===== config.mk =====
export PLATFORM = sky130hd
export DESIGN_NAME = fnda_place
export DESIGN_NICKNAME = d
export VERILOG_FILES = /design/src/hw/rtl/fnda_place.sv
export SDC_FILE = /design/constraint.sdc
export NUM_CORES = 1
export LEC_CHECK = 0
export CAP_MARGIN = 40
export CORE_UTILIZATION = 60
export DETAILED_ROUTE_END_ITERATION = 7
export DONT_BUFFER_PORTS = 1
export GPL_TIMING_DRIVEN = 0
export PLACE_DENSITY = 0.76
export SLEW_MARGIN = 15
export SYNTH_ARGS = -nofsm -noshare
export SYNTH_HDL_FRONTEND = slang
export SYNTH_SLANG_ARGS = --single-unit

===== constraint.sdc =====
create_clock -name clk -period 16.5 [get_ports clk]
set_clock_uncertainty 0.2 [all_clocks]
set_input_delay 3.3 -clock clk [delete_from_list [all_inputs] [get_ports clk]]
set_output_delay 3.3 -clock clk [all_outputs]
set_load 0.02 [all_outputs]

===== src/hw/rtl/fnda_place.sv =====
// Displacement gain, truncation toward zero and frame clamp; holds the output register.
module fnda_place #(
	parameter int COORD_BITS = 12
) (
	input  logic                  clk,
	input  logic                  en,
	input  logic [COORD_BITS-1:0] pixel,
	input  logic [15:0]           noise,
	input  logic signed [15:0]    amount,
	input  logic [12:0]           frame,
	output logic [COORD_BITS-1:0] source
);
	localparam int PW = COORD_BITS + 25;
	localparam logic [16:0] FMAX = 17'(2 ** COORD_BITS);

	logic signed [16:0]    nc;
	logic signed [32:0]    d_s1;
	logic [COORD_BITS-1:0] px_s1;
	logic signed [PW-1:0]  pos;
	logic [COORD_BITS+1:0] whole;
	logic [16:0]           fr;
	logic [COORD_BITS-1:0] lim;
	logic [COORD_BITS-1:0] res;
	logic [COORD_BITS-1:0] src_s2;

	assign nc = $signed({1'b0, noise}) - 17'sd32768;

	always_comb begin
		pos   = $signed({3'b0, px_s1, 22'b0}) + PW'(d_s1);
		whole = pos[COORD_BITS+23:22];
		fr    = 17'(frame);
		if (frame == 13'd0) begin
			lim = '0;
		end else if (fr > FMAX) begin
			lim = COORD_BITS'(FMAX - 17'd1);
		end else begin
			lim = COORD_BITS'(fr - 17'd1);
		end
		if (pos[PW-1]) begin
			res = '0;
		end else if (whole > (COORD_BITS+2)'(lim)) begin
			res = lim;
		end else begin
			res = whole[COORD_BITS-1:0];
		end
	end

	always_ff @(posedge clk) begin
		if (en) begin
			d_s1   <= nc * amount;
			px_s1  <= pixel;
			src_s2 <= res;
		end
	end

	assign source = src_s2;

endmodule


* After elaboration in Yosys (flattened, before gate mapping)
Cells that the tools add are included.
Storage, ports and cells: output and inout port bits 12, word-level logic and storage cells 13, input port bits 59, register bits after elaboration 57
Operators by class: $lt $le $gt $ge 2, reduce and logical (&&, ||, !) cells 1, $mul 1, muxes and demuxes 3, add/subtract/negate cells 3
Operators by type and width (number):
- 35-bit by 33-bit adder with 36-bit output | 1
- 12-bit two-way mux | 3
- 17-bit by 16-bit multiplier with 33-bit output | 1
- 16-bit by 16-bit subtractor with 17-bit output (second input constant) | 1
- 14-bit by 12-bit > comparator with 1-bit output | 1
- 13-bit > comparator (second input constant) | 1
- 13-bit logical NOT | 1
- 12-bit by 1-bit subtractor with 12-bit output (second input constant) | 1

* Logic depth before layout (Yosys ltp)
Gate-level depths: netlist (run 1).
depth after elaboration 5, depth in mapped cells 23, gate-level depth less buffers 22

* Worst setup path before layout (run 1)
Ideal clock, no wire load.
kind in2reg, start point input noise[15], end point register d_s1[31] (data pin), library setup time 0.258 ns, path slack 7.409 ns, required time 16.042 ns, cell stages on the path 20, path buffers 1, arrival 8.634 ns, cell sequence clkbuf_1 -> nand2b_1 -> inv_1 -> fa_1 -> inv_1 -> fa_1 -> inv_1 -> fa_1 -> fa_1 -> fa_1 -> inv_1 -> fa_1 -> inv_1 -> ha_1 -> a21o_1 -> a32o_1 -> a31oi_1 -> a21oi_1 -> a21oi_1 -> xnor2_1
Between the ends: cells in the longest elaborated chain, start to end 2
RTL lines:
- start: declaration | RTL line 8 | input logic [15:0] noise,
- 16-bit by 16-bit subtractor with 17-bit output | RTL line 26 | assign nc = $signed({1'b0, noise}) - 17'sd32768;
- 17-bit by 16-bit multiplier with 33-bit output | RTL line 50 | d_s1 <= nc * amount;
- end signal: assignment | RTL line 50
- end: declaration | RTL line 17 | logic signed [32:0] d_s1;
Every way passes these cells. A chain may end at the register's enable or synchronous reset.

* Worst setup path after layout (run 1)
start point input noise[15], end point register d_s1[32] (data pin)
Same word-level chain as after synthesis.

==> results of run 1 <==
-- sequential cells by signal (all words and copies together), names as in the netlist --
signal / count
d_s1: 11
px_s1: 12
source: 12
-- metal layers --
| metal | wire length [microns] | part of all wire |
|---|---|---|
| met1 | 11000 | 0.43 |
| met2 | 12000 | 0.47 |
| met3 | 2260 | 0.088 |
| met4 | 489 | 0.019 |
| met5 | 0 | 0 |
-- Yosys cell counts, types with 8 or more instances --
library cell    n  area share
nand3_1        13      0.0055
clkbuf_1       33       0.011
edfxtp_1       35       0.089
ha_1          107        0.11
nor3_1          9      0.0038
xnor2_1        24       0.018
o21ai_0        16      0.0068
o31ai_1         8      0.0051
fa_1          267        0.45
nor2_1         34       0.011
nand2_1       121       0.039
a211oi_1        9      0.0057
nand2b_1       16      0.0085
a21oi_1        25       0.011
inv_1         294       0.094
xor2_1         12      0.0089
a21o_1         10      0.0064
and2_1        120       0.064
-- how the worst min path moves through the flow --
stage | start | end | slack, ps
after detailed placement | d_s1[22] | source[0] | 570
after CTS | d_s1[22] | source[0] | 580
after global placement | d_s1[22] | source[0] | 520
after floorplan | px_s1[0] | source[0] | 450
final | d_s1[22] | source[0] | 580
after global routing | d_s1[22] | source[0] | 630
-- final cells by class --
cell class,instances,area share
tap,260,0.0266
inverter,294,0.0902
multi-input combinational,854,0.774
buffer,36,0.0121
sequential,35,0.0859
clock buffer,5,0.0102
clock inverter,3,0.00123
-- critical path, delay by kind of cell --
family	cells	cell delay, ps
adder cells (fa/ha/maj)	7	3630
AO/OA/AOI/OAI	3	990
buffers and inverters	6	870
AND/OR/NAND/NOR	3	400
multiplexers	1	220
-- cells by family (layout without fill, tap and decap cells) --
| logic type | Yosys count | in the layout |
|---|---|---|
| AOI/OAI and AO/OA | 94 | 94 |
| buffers and inverters | 330 | 338 |
| and+or+nand+nor | 345 | 345 |
| adders and majority gates | 374 | 374 |
| DFF | 35 | 35 |
| xor gates and xnor gates | 36 | 36 |
| muxes | 5 | 5 |
-- metrics by stage --
stage               hold slack, ps  std cells  utilization  worst slack (ps)  cell area [sq um]
floorplan                      449       1219            -              7410              11800
global placement               520       1479        0.638              6600              12100
detailed placement             572       1479        0.638              6540              12100
CTS                            582       1487        0.645              6840              12200
global route                   631       1487        0.645              6400              12200
finish                         581       1487        0.645              6910              12200
==> metrics.cfg, run 1 <==
[timing]
timing.final.crit_share = 0.581
maxClockFrequency_mhz = 104
hold_violations = 0
report.final.setup_viol = 0
rsz0062_at_grt = false
timing.setup.tns_ps = 0
slew_violations = 0
max_slew_margin_vs_limit = 0.550
layout_min_cycle_time_ps = 9590
worstMarginPinSlew_ps = 675

[synth]
synth_adder_area_share = 0.568
synth.yosys.warnings = 0
avgSynthCellArea_sq_um = 9.65
synth_compound_gate_area_share = 0.0542
synth_fp_nets = 1652
synth-simple-area-share = 0.150
post_synthesis_instance_total = 1219
yosys_most_used_dff = edfxtp_1
yosys.cell_types.count = 52
synth_top_family_by_area = adder cells
xor_and_xnor_fraction_of_the_mapped_netlist_area = 0.0268
synth_edf_count = 35
synthMuxAreaShare = 0.00489
flop_and_latch_count_out_of_synthesis = 35
synth-async-reset-ratio = 0
mappedNetlistArea_sq_um = 11800
synth_sequential_area_ratio = 0.0893

[clock_network]
cts_buffer_depth = 2
postCtsSetupBuffers = 0
cts_max_level = 2
tritoncts_clock_tree = yes
number_of_instances_resized_during_post_cts_repair = 0
clk_transition_reported_paths_ps = 50
clk_root_buffer_cell = clkbuf_16
cts_hold_buf = 0
cts.sinks = 35
clock_insertion_delay_worst_skew_ps = 280
number_of_buffers_inserted_during_clock_tree_synthesis = 5

[die]
chipWidth_microns = 142
top_level_ports = 71
fp.coreArea_sq_um = 19000
initial_core_util = 0.621
chipHeight_microns = 142
placementRows = 50
die_ar_sq_um = 20200

[layout]
n_antenna_cell = 0
most_common_cell_after_layout_fill_and_taps_aside = inv_1
layout.area.seq_sq_um = 1050
layout-area-overhead-vs-synth_pct = 3.96
fill_cells = 1561
final_nets = 1659
top_library_cells_by_usage_in_the_layout_fill_and_taps_aside = 294 x inv_1, 267 x fa_1, 121 x nand2_1, 120 x and2_1, 107 x ha_1
post_route_cells_drive_above_1_share = 0.0163
multi_input_comb_area_sq_um = 9460

[worst_setup_path]
critPathKind = input pin to register
cells_along_the_critical_path = clkbuf_1 > nand2b_1 > inv_1 > fa_1 > inv_1 > fa_1 > inv_1 > fa_1 > fa_1 > fa_1 > inv_1 > fa_1 > inv_1 > ha_1 > nand3_1 > o22ai_1 > a31oi_1 > a21oi_1 > mux2i_1 > nand4_1
cp_data_required_time_ps = 16320
crit_path_start_kind = input pin
worst_r2r_path_depth = 15
timing.critical_path.mode_cell = fa_1
timing.critical_path.from = noise[15]
critical_path.reg2reg.startpoint = px_s1[0]
regToRegSetupSlack_ps = 11440
worstPathMaxFanout = 10
timing.rr.end = source[4]
capture_point_of_the_critical_path = d_s1[32]
cp_slowest_cell = fa_1
crit_path_max_incr_delay_ps = 790
worstSetupEndpointType = register
worst_ep_arrival_time_ps = 9410

[place]
gpl.final_weighted_congestion = 0.992
place.port_buffers = 0
dpl.hpwl_mm = 21.9

[detailed_routing]
drtIter0Drc = 503
post-route-drc-count = 0
drtAntennaViolNets = 0
final_routed_wirelength_across_all_metal_layers_mm = 25.7
avgViaCountPerCell = 5.46
drt_first_pass_iters = 4
detailroute.via_count = 8122
routedWlPerCell_microns = 17.3

[global_route]
grt.overflow.total = 0
globalRoute.busiestLayer = met2
first_pass_grt_wire_length_mm = 43.2
grt_antenna_before_repair = 0
vias_in_the_first_global_route = 8741
largest_net_degree_at_the_start_of_global_routing = 36
groute.layer.met3.usage = 0.0592
grt_overall_usage = 0.280
grt_use_met1 = 0.387
globalRouteMet2Util = 0.462

[job]
max-cap-violations = 0

[hold_path]
cell_depth_of_the_worst_hold_path = 3
holdCritPathClass = register to register

[status]
result_of_the_run = finished clean

Power of run 1 is not shown: default switching activity piles up to over one toggle a cycle in this logic, so the estimate is an artifact.
==> run 2: changes to the inputs <==
--- a/config.mk
+++ b/config.mk
@@ -5,6 +5,7 @@
 export SDC_FILE = /design/constraint.sdc
 export NUM_CORES = 1
 export LEC_CHECK = 0
+export ABC_AREA = 1
 export CAP_MARGIN = 40
 export CORE_UTILIZATION = 60
 export DETAILED_ROUTE_END_ITERATION = 7
==> constraint.sdc (replaced) <==
create_clock -name clk -period 9.7 [get_ports clk]
set_clock_uncertainty 0.2 [all_clocks]
set_input_delay 1.94 -clock clk [delete_from_list [all_inputs] [get_ports clk]]
set_output_delay 1.94 -clock clk [all_outputs]
set_load 0.02 [all_outputs]
==> run 2 against run 1 <==
Clock-buffer cell count unchanged. First-iteration DRC count increased by 67%. Wire length increased by 19%. Worst setup slack got worse by 5300 ps. Final cell count increased by 26%. Die area increased by 8.4%. Critical path type unchanged. Highest routed layer unchanged.
==> metrics.cfg, run 2 <==
[status]
result_of_the_run = finished clean

[global_route]
grt.overflow.total = 0
vias_in_the_first_global_route = 10778
grt_overall_usage = 0.309
first_pass_grt_wire_length_mm = 52.1
grt_antenna_before_repair = 0
largest_net_degree_at_the_start_of_global_routing = 36

[timing]
final.hold.worst_slack_ps = 561
layout_min_cycle_time_ps = 8050
maxClockFrequency_mhz = 124
worstMarginPinSlew_ps = 767
timing.setup.tns_ps = 0
report.final.setup_viol = 0
hold_violations = 0
timing.final.crit_share = 0.830
rsz0062_at_grt = false
slew_violations = 0
max_slew_margin_vs_limit = 0.489

[worst_setup_path]
worst_ep_arrival_time_ps = 7880
cp_slowest_cell = clkbuf_1
regToRegSetupSlack_ps = 6190
timing.critical_path.mode_cell = fa_1
cells_along_the_critical_path = clkbuf_1 > clkbuf_1 > nand2_1 > fa_1 > inv_1 > fa_1 > inv_1 > fa_1 > inv_1 > fa_1 > fa_1 > inv_1 > fa_1 > inv_1 > ha_1 > nand2_1 > nand2_1 > a21oi_1 > o21ai_0 > a221oi_1 > nand2_1 > xor2_1
top_cell_family_by_delay_on_the_critical_path = adder cells
critical_path.reg2reg.startpoint = px_s1[4]
crit_path_start_kind = input pin
crit_path_max_incr_delay_ps = 600
worst_r2r_path_depth = 14
cp_data_required_time_ps = 9530
timing.rr.end = source[10]
worstPathMaxFanout = 10
critPathKind = input pin to register
worstSetupEndpointType = register
critPathBufInv = 7

[detailed_routing]
routedWlPerCell_microns = 16.4
detailroute.via_count = 10080
avgViaCountPerCell = 5.39
drtAntennaViolNets = 0
drt_first_pass_iters = 5
drtIter0Drc = 839
final_routed_wirelength_across_all_metal_layers_mm = 30.7
post-route-drc-count = 0

[synth]
xor_and_xnor_fraction_of_the_mapped_netlist_area = 0.0172
flop_and_latch_count_out_of_synthesis = 35
post-synth-top-count-cell = inv_1
synth_edf_count = 35
synth_sequential_area_ratio = 0.0824
post_synth_main_area_contributors = fa_1 42%, inv_1 14%, nand2_1 11%, ha_1 10%, edfxtp_1 8.2%
post_synthesis_instance_total = 1591
synthMuxAreaShare = 0
synth_top_family_by_area = adder cells
synth_top_cell_by_area = fa_1
yosys.cell_types.count = 42
synth_fp_nets = 2024
synth-simple-area-share = 0.168
synth.yosys.warnings = 0
synth_adder_area_share = 0.524
mappedNetlistArea_sq_um = 12800
synthDominantCellAreaShare = 0.419
synth_compound_gate_area_share = 0.0506
synth.cells.most_frequent = 461 x inv_1, 373 x nand2_1, 267 x fa_1
yosys_most_used_dff = edfxtp_1
avgSynthCellArea_sq_um = 8.02
synth-async-reset-ratio = 0

[layout]
final_cell_area_sq_um = 13300
fill_cells = 1762
top_library_cells_by_usage_in_the_layout_fill_and_taps_aside = 461 x inv_1, 373 x nand2_1, 267 x fa_1, 107 x ha_1, 71 x nor2_1
post_route_cells_drive_above_1_share = 0.0275
layout.area.seq_sq_um = 1050
multi_input_comb_area_sq_um = 9690
most_common_cell_after_layout_fill_and_taps_aside = inv_1
final_nets = 2031
n_antenna_cell = 0
layout-area-overhead-vs-synth_pct = 3.97

[clock_network]
postCtsSetupBuffers = 0
cts.sinks = 35
clock_insertion_delay_worst_skew_ps = 280
cts_max_level = 2
cts_hold_buf = 0
clk_transition_reported_paths_ps = 60
number_of_instances_resized_during_post_cts_repair = 0
cts_buffer_depth = 2
clk_root_buffer_cell = clkbuf_16
tritoncts_clock_tree = yes
number_of_buffers_inserted_during_clock_tree_synthesis = 5

[place]
place_area_sq_um = 13100
dpl.hpwl_mm = 26.4
gpl.final_weighted_congestion = 0.939
place.port_buffers = 0

[hold_path]
hp-start = d_s1[22]
holdCritPathClass = register to register
hold_path_end = source[0]
cell_depth_of_the_worst_hold_path = 3

[die]
initial_core_util = 0.621
placementRows = 52
die_ar_sq_um = 21900
chipWidth_microns = 148
chipHeight_microns = 148
top_level_ports = 71
fp.coreArea_sq_um = 20600

[job]
max-cap-violations = 0

## run 2: cell types whose count changed after synthesis, sizes merged, moves of 16 or more
cell / change
a21oi: +27
inv: +171
nand2: +258
and2: -121
clkbuf: +27
nor2: +39
nand2b: -16
nand3: +24
## run 2: logic make-up after synthesis
logic type | count (synthesis)
buffers and inverters | 530
and+or+nand+nor | 516
adders and majority gates | 374
AOI/OAI and AO/OA | 111
DFF | 35
xor gates and xnor gates | 25
## run 2: tightest hold or removal path: cells and delay by family, from the launching register on
family | cells | cell delay, ps
AOI/OAI and AO/OA | 1 | 40
DFF | 1 | 330
and+or+nand+nor | 1 | 110
adders and majority gates | 1 | 150
## run 2: per-stage QoR
stage | worst slack, ps | util | instances
after floorplan | 2220 | - | 1591
after global placement | 1530 | 0.637 | 1861
after detailed placement | 1440 | 0.637 | 1861
after CTS | 1720 | 0.645 | 1869
after global routing | 1400 | 0.645 | 1869
final | 1650 | 0.645 | 1869
## run 2: per-layer routing
layer,part of all wire,vias to the layer above,global-route usage
met4,0.041,0,0.119
met1,0.39,4918,0.407
met5,0,-,0
met3,0.092,89,0.0568
met2,0.47,444,0.508
li1,-,4629,-
## run 2: how the worst max path moves through the flow
stage                          from  endpoint  slack (ps)  cells past startpoint
after floorplan           noise[15]  d_s1[32]        2220                     24
after global routing      amount[6]  d_s1[27]        1400                     20
after detailed placement  amount[6]  d_s1[29]        1440                     23
after CTS                 amount[6]  d_s1[29]        1720                     23
final                      noise[6]  d_s1[26]        1650                     22
after global placement    amount[6]  d_s1[31]        1530                     20
## run 2: area by class of cell
| cell class | count | share of cell area |
|---|---|---|
| multi-input combinational | 1026 | 0.730 |
| inverter | 465 | 0.132 |
| sequential | 35 | 0.0792 |
| tap | 270 | 0.0255 |
| buffer | 65 | 0.0210 |
| clock buffer | 5 | 0.00943 |
| clock inverter | 3 | 0.00330 |
Power of run 2 is left out for the same reason.
