[src/hw/rtl/fnda_pkg.sv]
// Shared constants, register codes and arithmetic helpers for the noise displacement block.
package fnda_pkg;

	localparam int CFG_IDX_W  = 3;
	localparam int CFG_DATA_W = 32;
	localparam int OCT_W      = 5;

	typedef enum logic [CFG_IDX_W-1:0] {
		REG_AMOUNT  = 3'd0,
		REG_SCALE   = 3'd1,
		REG_OCTAVES = 3'd2,
		REG_OFFSET  = 3'd3,
		REG_WIDTH   = 3'd4,
		REG_HEIGHT  = 3'd5
	} cfg_reg_t;

	localparam logic signed [15:0] RST_AMOUNT  = 16'sd3200;
	localparam logic [16:0]        RST_SCALE   = 17'd1311;
	localparam logic [3:0]         RST_OCTAVES = 4'd3;
	localparam logic [31:0]        RST_OFFSET  = 32'd0;
	localparam logic [12:0]        RST_WIDTH   = 13'd1920;
	localparam logic [12:0]        RST_HEIGHT  = 13'd1080;

	localparam logic [31:0] HASH_A = 32'd374761393;
	localparam logic [31:0] HASH_B = 32'd668265263;
	localparam logic [31:0] HASH_C = 32'd1274126177;

	// second axis samples the noise 100 lattice units further on
	localparam logic [31:0] AXIS_SHIFT = 32'd6553600;

	// lerp in Q0.16: p + floor((q - p) * t / 2^16)
	function automatic logic [15:0] blend(input logic [15:0] p, input logic [15:0] q,
			input logic [15:0] t);
		logic signed [16:0] dq;
		logic signed [34:0] m;
		logic signed [17:0] r;
		dq = $signed({1'b0, q}) - $signed({1'b0, p});
		m = dq * $signed({1'b0, t});
		r = $signed({2'b0, p}) + 18'(m >>> 16);
		blend = r[15:0];
	endfunction

	// floor(2^32 / (2^n - 1)), one octave capped to fit 32 bits
	function automatic logic [31:0] recip(input logic [OCT_W-1:0] n);
		case (n)
			5'd1:    recip = 32'hFFFFFFFF;
			5'd2:    recip = 32'h55555555;
			5'd3:    recip = 32'h24924924;
			5'd4:    recip = 32'h11111111;
			5'd5:    recip = 32'h08421084;
			5'd6:    recip = 32'h04104104;
			5'd7:    recip = 32'h02040810;
			5'd8:    recip = 32'h01010101;
			5'd9:    recip = 32'h00804020;
			5'd10:   recip = 32'h00401004;
			5'd11:   recip = 32'h00200400;
			5'd12:   recip = 32'h00100100;
			5'd13:   recip = 32'h00080040;
			5'd14:   recip = 32'h00040010;
			5'd15:   recip = 32'h00020004;
			5'd16:   recip = 32'h00010001;
			default: recip = 32'hFFFFFFFF;
		endcase
	endfunction

endpackage

[src/hw/rtl/fnda_norm.sv]
// Weighted octave sum and normalisation by the weight total through a reciprocal multiply.
module fnda_norm #(
	parameter int MAX_OCTAVES = 10
) (
	input  logic                        clk,
	input  logic                        en,
	input  logic [MAX_OCTAVES-1:0][15:0] octave_noise,
	input  logic [3:0]                  octave_count,
	output logic [15:0]                 noise
);
	import fnda_pkg::*;

	localparam int SWN = 16 + MAX_OCTAVES;

	logic [OCT_W-1:0] n_eff;
	logic [SWN-1:0]   sum_c;
	logic [SWN-1:0]   sum_s1;
	logic [SWN-1:0]   shd;
	logic [31:0]      tq;
	logic [63:0]      prod;
	logic [15:0]      q0_s2;
	logic [31:0]      t_s2;
	logic [32:0]      qd, rem;
	logic [32:0]      dv;
	logic [15:0]      n_s3;

	always_comb begin
		if (octave_count == 4'd0) begin
			n_eff = OCT_W'(1);
		end else if (OCT_W'(octave_count) > OCT_W'(MAX_OCTAVES)) begin
			n_eff = OCT_W'(MAX_OCTAVES);
		end else begin
			n_eff = OCT_W'(octave_count);
		end

		sum_c = '0;
		for (int i = 0; i < MAX_OCTAVES; i++) begin
			if (OCT_W'(i) < n_eff) begin
				sum_c = sum_c + (SWN'(octave_noise[i]) << (MAX_OCTAVES - 1 - i));
			end
		end

		// weights total 2^(M-n) * (2^n - 1): shift off the power of two first
		shd  = sum_s1 >> (OCT_W'(MAX_OCTAVES) - n_eff);
		tq   = 32'(shd);
		prod = 64'(tq) * 64'(recip(n_eff));

		dv  = (33'd1 << n_eff) - 33'd1;
		qd  = (33'(q0_s2) << n_eff) - 33'(q0_s2);
		rem = 33'(t_s2) - qd;
	end

	always_ff @(posedge clk) begin
		if (en) begin
			sum_s1 <= sum_c;
			q0_s2  <= prod[47:32];
			t_s2   <= tq;
			n_s3   <= (rem >= dv) ? q0_s2 + 16'd1 : q0_s2;
		end
	end

	assign noise = n_s3;

endmodule

[config.mk]
export PLATFORM = sky130hd
export DESIGN_NAME = fnda_norm
export DESIGN_NICKNAME = d
export VERILOG_FILES = /design/src/hw/rtl/fnda_pkg.sv /design/src/hw/rtl/fnda_norm.sv
export SDC_FILE = /design/constraint.sdc
export NUM_CORES = 1
export LEC_CHECK = 0
export ABC_AREA = 1
export BUFFER_PORTS_ARGS = -buffer_cell sky130_fd_sc_hd__buf_2
export CAP_MARGIN = 5
export CORE_UTILIZATION = 59
export CTS_CLUSTER_DIAMETER = 80
export DETAILED_ROUTE_END_ITERATION = 8
export HOLD_SLACK_MARGIN = 0.12
export PLACE_DENSITY = 0.77
export SLEW_MARGIN = 10
export SYNTH_ARGS = -nofsm -noshare
export SYNTH_HDL_FRONTEND = slang
export SYNTH_SLANG_ARGS = --single-unit
[constraint.sdc]
create_clock -name clk -period 11.3 [get_ports clk]
set_input_delay 1.13 -clock clk [delete_from_list [all_inputs] [get_ports clk]]
set_output_delay 1.13 -clock clk [all_outputs]
set_load 0.05 [all_outputs]
After elaboration in Yosys (flattened, before gate mapping)
Memory sizes are Yosys's and may differ from the RTL's.
Index checks and enable logic that the tools add are counted.
{"block": "totals", "inputBits": 166, "n_memories": 1, "ff_bits": 84, "rom_bits": 1024, "wordCells": 49}
{"name": "(no name shown)", "words": 32, "width": 32, "read_ports": 1, "rd_ports_with_merged_regs": 0, "wr": 0, "line": "fnda_pkg.sv:45", "rtl": "case (n)"}
{"block": "op_classes", "order_cmp": 12, "shifts": 3, "add_sub_neg": 14, "mul": 1, "reduce_logical": 1, "muxes": 13}
{"cell": "$mux 26", "n": 9}
{"cell": "$mul 26x32->48", "n": 1}
{"cell": "$ge 33x33->1", "n": 1}
{"cell": "$shl 1x5->33 const A", "n": 1}
{"cell": "$shl 16x5->33", "n": 1}
{"cell": "$sub 26x33->33", "n": 1}
{"cell": "$sub 33x1->33 const B", "n": 1}
{"cell": "$sub 33x16->33", "n": 1}
{"cell": "$add 26x16->26", "n": 1}
{"cell": "$add 26x17->26", "n": 1}
{"cell": "$add 26x18->26", "n": 1}
{"cell": "$add 26x19->26", "n": 1}
{"cell": "$add 26x20->26", "n": 1}
{"cell": "$add 26x21->26", "n": 1}
{"cell": "$add 26x22->26", "n": 1}
{"cell": "$add 26x23->26", "n": 1}
{"cell": "$add 26x24->26", "n": 1}
{"cell": "$shr 26x5->26", "n": 1}
{"cell": "$mux 25", "n": 1}
{"cell": "$lt 3x5->1 const A", "n": 4}
{"cell": "$add 16x1->16 const B", "n": 1}
{"cell": "$mux 16", "n": 1}
{"cell": "$lt 1x5->1 const A", "n": 2}
{"cell": "$lt 2x5->1 const A", "n": 2}
{"cell": "other kinds (6)", "n": 7}

Depth between registers and ports, before layout
{"block": "depth", "ltp_word": 23, "mapped_depth": 64, "depth_no_buf": 63}

Worst setup path before layout
Ideal clock, no wire load.
{"block": "synth_path", "path_type": "input to register", "from": "input octave_count[2]", "to": "register q0_s2[14], data pin", "setup_time_ps": 258, "path_buffers": 8, "cell_stages": 44, "arrival_ps": 10265, "setup_slack_ps": 777, "required_ps": 11042, "cell_sequence": "inv_1 -> nand2_2 -> nand2_1 -> nand2_2 -> buf_6 -> buf_2 -> clkbuf_1 -> clkbuf_1 -> clkbuf_1 -> ha_1 -> inv_1 -> clkbuf_1 -> clkbuf_1 -> clkbuf_1 -> nand2_1 -> o21ai_0 -> nand2_1 -> nand2_1 -> [8 not listed] -> fa_1 -> fa_1 -> inv_1 -> fa_1 -> fa_1 -> inv_1 -> fa_1 -> ha_1 -> a21oi_1 -> nor2_1 -> nor3_1 -> o21ai_0 -> a31oi_1 -> nor3_1 -> or3_1 -> nand3_1 -> nand2_1 -> xor2_1"}
{"block": "synth_via", "elab_chain_len": 6, "word_cells_on_any_way": 8}
{"item": "start, declared", "line": "fnda_norm.sv:8", "rtl": "input logic [3:0] octave_count,"}
{"item": "$gt 4x4->1", "line": "fnda_norm.sv:30", "rtl": "end else if (OCT_W'(octave_count) > OCT_W'(MAX_OCTAVES)) begin"}
{"item": "$mux 4", "line": "fnda_norm.sv:30"}
{"item": "$mux 5 (*)", "line": "fnda_norm.sv:28", "rtl": "if (octave_count == 4'd0) begin"}
{"item": "$sub 4x5->5", "line": "fnda_norm.sv:44", "rtl": "shd = sum_s1 >> (OCT_W'(MAX_OCTAVES) - n_eff);"}
{"item": "$shr 26x5->26", "line": "fnda_norm.sv:44"}
{"item": "$mul 26x32->48 (*)", "line": "fnda_norm.sv:46", "rtl": "prod = 64'(tq) * 64'(recip(n_eff));"}
{"item": "via prod[46]", "line": "fnda_norm.sv:20", "rtl": "logic [63:0] prod;"}
{"item": "end signal, assigned", "line": "fnda_norm.sv:56", "rtl": "q0_s2 <= prod[47:32];"}
{"item": "end, declared", "line": "fnda_norm.sv:21", "rtl": "logic [15:0] q0_s2;"}
Mark *: on every way through the listed nets, which the timed path passes. The rest lies on a longest branch.
A chain may end at the register's enable or synchronous reset.

Worst setup path in the final report
{"block": "layout_path", "from": "input octave_count[2]", "to": "register q0_s2[11], data pin"}
{"block": "layout_via", "elab_chain_len": 6, "word_cells_on_any_way": 8}
{"item": "$gt 4x4->1", "line": "fnda_norm.sv:30"}
{"item": "$mux 4", "line": "fnda_norm.sv:30"}
{"item": "$mux 5 (*)", "line": "fnda_norm.sv:28"}
{"item": "$sub 4x5->5 (*)", "line": "fnda_norm.sv:44"}
{"item": "$shr 26x5->26 (*)", "line": "fnda_norm.sv:44"}
{"item": "via shd[3]", "line": "fnda_norm.sv:18", "rtl": "logic [SWN-1:0] shd;"}
{"item": "$mul 26x32->48 (*)", "line": "fnda_norm.sv:46"}
{"item": "via prod[43]", "line": "fnda_norm.sv:20"}
Marked as above.

==> reports/results.txt <==
Summing the areas of all compound-gate instances in the mapped netlist gives 9.55% of the synthesized area. Yosys mapped a number of flops with a built-in enable equal to 84. On the final layout, the worst hold slack is 0.693 ns.

In the synthesized netlist, mux cells make up 0.474% of the area. The multi-input gate area in the final layout is 32,200 µm², and the DRC violations left is 0. The count of nets left with antenna violations once routing finished came out at 0. The synthesized area divided by synthesized cell count is 7.51 µm².

STA classifies the critical path endpoint as a register. The largest stage delay on the critical path was 0.61 ns; the remaining global-route overflow was 0. By area the synthesized netlist is led by sky130_fd_sc_hd__fa_1 (36%), sky130_fd_sc_hd__ha_1 (11%), sky130_fd_sc_hd__nand2_1 (10%), sky130_fd_sc_hd__inv_1 (10%), sky130_fd_sc_hd__edfxtp_1 (6.5%).

The synthesized netlist devotes 3.56% of its cell area to XOR and XNOR gates. The data arrival time of the worst path came out at 10.75 ns. The end point of the worst hold path was noise[0].

Count of fill cells added during filler insertion: 5,974. Max-cap violations in this run came to 0. In this run the deepest clock path goes through 2 buffers. The number of buffers and inverters on the critical path is 10. In this run the worst path has a maximum fanout of 31.

Pin placement for this block handled 182 I/O pins. The synthesized design spends more area on one cell type than any other, namely sky130_fd_sc_hd__fa_1. The first-pass GRT wire length was 210 mm; the synthesis-to-finish area growth was 7.61%. The critical path is of the in2reg type.

The combined area of all synthesized cells is 39,100 µm², and the number of buffers added to fix hold violations after cts is 0. Setup repair after global routing left no endpoint under its margin. The logs give 42,100 µm² for the design area and 73 for the maximum number of pins on one net before global-route repair.

Across the routed clock network, the largest skew measured is 0.0115 ns. Once layout is complete, the utilization of the core stands at 64.1%. The global placer's final weighted congestion is 1.05. The number of cells on the worst reg-to-reg path works out to 29. The tools report the register area as 2520 µm². The data required time of the critical path came out at 11.38 ns. Distinct cell type count after synthesis: 61.

Once placement finished, the instance area stood at 41,700 µm². The total of buffers placed on input and output ports is 181, and the share of synthesized area occupied by flip-flops and latches is 6.45%. In this run the biggest area consumer among cell types represents 35.8% of the synthesized area. Using the TritonRoute via totals, the vias-per-cell ratio works out to 5.72. After detailed routing, the average wire length per cell comes to 21.8 µm.

The worst hold path begins at q0_s2[0]. The endpoint identified for the worst register-to-register timing path is q0_s2[11]. The first detailed-routing pass took 8 iterations.

The cell family contributing the most delay on the critical path is adder cells. Of the total synthesized cell area, the portion taken by AND, OR, NAND and NOR gates is 20.6%. The arithmetic-cell share of the synthesized area counting full adders, half adders and majority gates is 47.3%, and the share of synthesized flip-flops with an asynchronous set or reset is 0%. The achievable clock frequency is 0.0937 GHz, and the post-route fraction of the period consumed by the critical path is 94.4%. The vertical die dimension was 259 µm; the starting density of the core was 59.6%. The full die area came out at 67,300 µm². For the pin with the worst max-slew slack, the measured transition is 1.15 ns. TritonCTS built the clock tree. After layout, the minimum clock period comes to 10.67 ns. Synthesis handed over a netlist of 5,208 instances. The clock-pin transition on the worst setup and hold timing paths is 0.07 ns.

In this design, the critical path's most frequently occurring cell is sky130_fd_sc_hd__fa_1. The initial DRC count is 3,540. Critical path launch point type: an input port.

The die is 259 µm wide. Buffers inserted during clock tree synthesis total 9. The cell chosen for the clock root is sky130_fd_sc_hd__clkbuf_16. The worst slew margin relative to its limit came out at 23.4%. Setup violations remaining at the end of the flow were counted as 0. The run finished with clean final reports.

Summed over all layers, the routed wires come to 138 mm. The count of endpoints failing hold in the final timing report was 0. The number of storage elements in the synthesis netlist works out to 84. The run gives 41.7% as the all-layer global routing usage. Number of max-slew violations in the final report: 0. The placeable core region is 65,600 µm², and the placement row count is 94. The most used flip-flop cell after synthesis is sky130_fd_sc_hd__edfxtp_1. The hold-critical path depth works out to 1. The main combinational cell family by area after synthesis is adder cells. The worst register-to-register path begins at sum_s1[24]. For this design, the slowest cell found on the critical path is sky130_fd_sc_hd__clkinv_1. The run gives 6,666 as the number of nets in the layout. In this run the worst hold path is classified as reg2reg.

The share of cells above drive strength 1 was 8.24%. In this run the register-to-register setup slack is 2.63 ns. The logs give 35,600 for the number of global-route vias before repair and 4 for the number of antenna violations at the first check in global routing. CTS built an H-tree with a depth of 3. The routed layout has 36,100 vias. Yosys printed 0 warnings. The clock insertion delay at the later pin of the skew report came out at 0.36 ns.

The detailed placement HPWL is 116 mm. Counting every sink on the clock net gives 84.
[through the flow]
stage	TNS, ns	instances	setup WS (ns)
finish	0	6314	0.628
global route	0	6312	0.0203
CTS	0	6310	0.295
detailed placement	-0.0404	6294	-0.0279
global placement	0	6294	0.220
floorplan	0	5265	0.777
[cells by family after synthesis]
family | count (synthesis)
compound gates | 680
xor+xnor | 159
fa+ha+maj | 1058
buf+inv | 1241
flops | 84
mux | 17
other cells | 2
simple gates | 1967
[per-layer routing]
layer | vias to the layer above | wire, µm | track usage (%)
li1 | 16500 | - | -
met1 | 17300 | 57300 | 58.8
met2 | 1964 | 56400 | 60.2
met3 | 357 | 18400 | 14.0
met4 | 6 | 5650 | 13.3
met5 | - | 40 | 0
[what timing repair did]
| action | CTS | global route |
|---|---|---|
| setup endpoints to repair | 0 | 7 |
| buffers inserted | 0 | 1 |
| resized for setup | 0 | 32 |
[layout make-up]
| class | count | area share, % |
|---|---|---|
| Clock buffer | 9 | 0.535 |
| Multi-Input combinational cell | 3940 | 76.5 |
| Timing Repair Buffer | 313 | 4.52 |
| Inverter | 1094 | 9.76 |
| Tap cell | 864 | 2.57 |
| Sequential cell | 84 | 6.00 |
| Antenna cell | 3 | 0.0178 |
| Clock inverter | 7 | 0.137 |
[state kept, by name, indices dropped and copies added (netlist names)]
register,flops
q0_s2,16
sum_s1,26
t_s2,26
noise,16
[synth_stat cells (8+ instances only)]
cell,count
sky130_fd_sc_hd__a21o_1,11
sky130_fd_sc_hd__nand2_2,28
sky130_fd_sc_hd__o21bai_1,9
sky130_fd_sc_hd__nand3_2,10
sky130_fd_sc_hd__nand3b_1,21
sky130_fd_sc_hd__buf_1,14
sky130_fd_sc_hd__clkbuf_1,119
sky130_fd_sc_hd__a21boi_0,11
sky130_fd_sc_hd__o211ai_1,13
sky130_fd_sc_hd__clkinv_1,14
sky130_fd_sc_hd__a21oi_1,258
sky130_fd_sc_hd__edfxtp_1,84
sky130_fd_sc_hd__and2_1,9
sky130_fd_sc_hd__xnor2_1,67
sky130_fd_sc_hd__xor2_1,92
sky130_fd_sc_hd__ha_1,359
sky130_fd_sc_hd__nor3_1,21
sky130_fd_sc_hd__nand4_1,29
sky130_fd_sc_hd__nor2_2,11
sky130_fd_sc_hd__a31oi_1,24
sky130_fd_sc_hd__or2_2,14
sky130_fd_sc_hd__mux2_2,12
sky130_fd_sc_hd__inv_2,12
sky130_fd_sc_hd__o21a_1,8
sky130_fd_sc_hd__o21ai_0,237
sky130_fd_sc_hd__nand3_1,179
sky130_fd_sc_hd__buf_2,10
sky130_fd_sc_hd__nor2_1,556
sky130_fd_sc_hd__nand2_1,1072
sky130_fd_sc_hd__fa_1,699
sky130_fd_sc_hd__inv_1,1068
sky130_fd_sc_hd__o21ai_1,63
[cells in the final DEF (no fill, tap or decap), types with 84 or more instances in the layout]
master,count
sky130_fd_sc_hd__a21oi_1,254
sky130_fd_sc_hd__buf_2,180
sky130_fd_sc_hd__buf_4,133
sky130_fd_sc_hd__edfxtp_1,84
sky130_fd_sc_hd__fa_1,699
sky130_fd_sc_hd__ha_1,358
sky130_fd_sc_hd__inv_1,1068
sky130_fd_sc_hd__nand2_1,1072
sky130_fd_sc_hd__nand3_1,178
sky130_fd_sc_hd__nor2_1,556
sky130_fd_sc_hd__o21ai_0,218
sky130_fd_sc_hd__xor2_1,92
[worst max-delay path by stage]
stage | from | end | slack [ns] | depth (start not counted)
floorplan | octave_count[2] | q0_s2[14] | 0.78 | 44
global placement | octave_noise[17] | sum_s1[24] | 0.22 | 56
detailed placement | octave_noise[0] | sum_s1[24] | -0.03 | 56
CTS | octave_noise[0] | sum_s1[24] | 0.29 | 56
global route | octave_noise[0] | sum_s1[25] | 0.02 | 60
finish | octave_count[2] | q0_s2[11] | 0.63 | 37
Power is not shown: default switching activity piles up to over one toggle a cycle in this logic, so the estimate is an artifact.
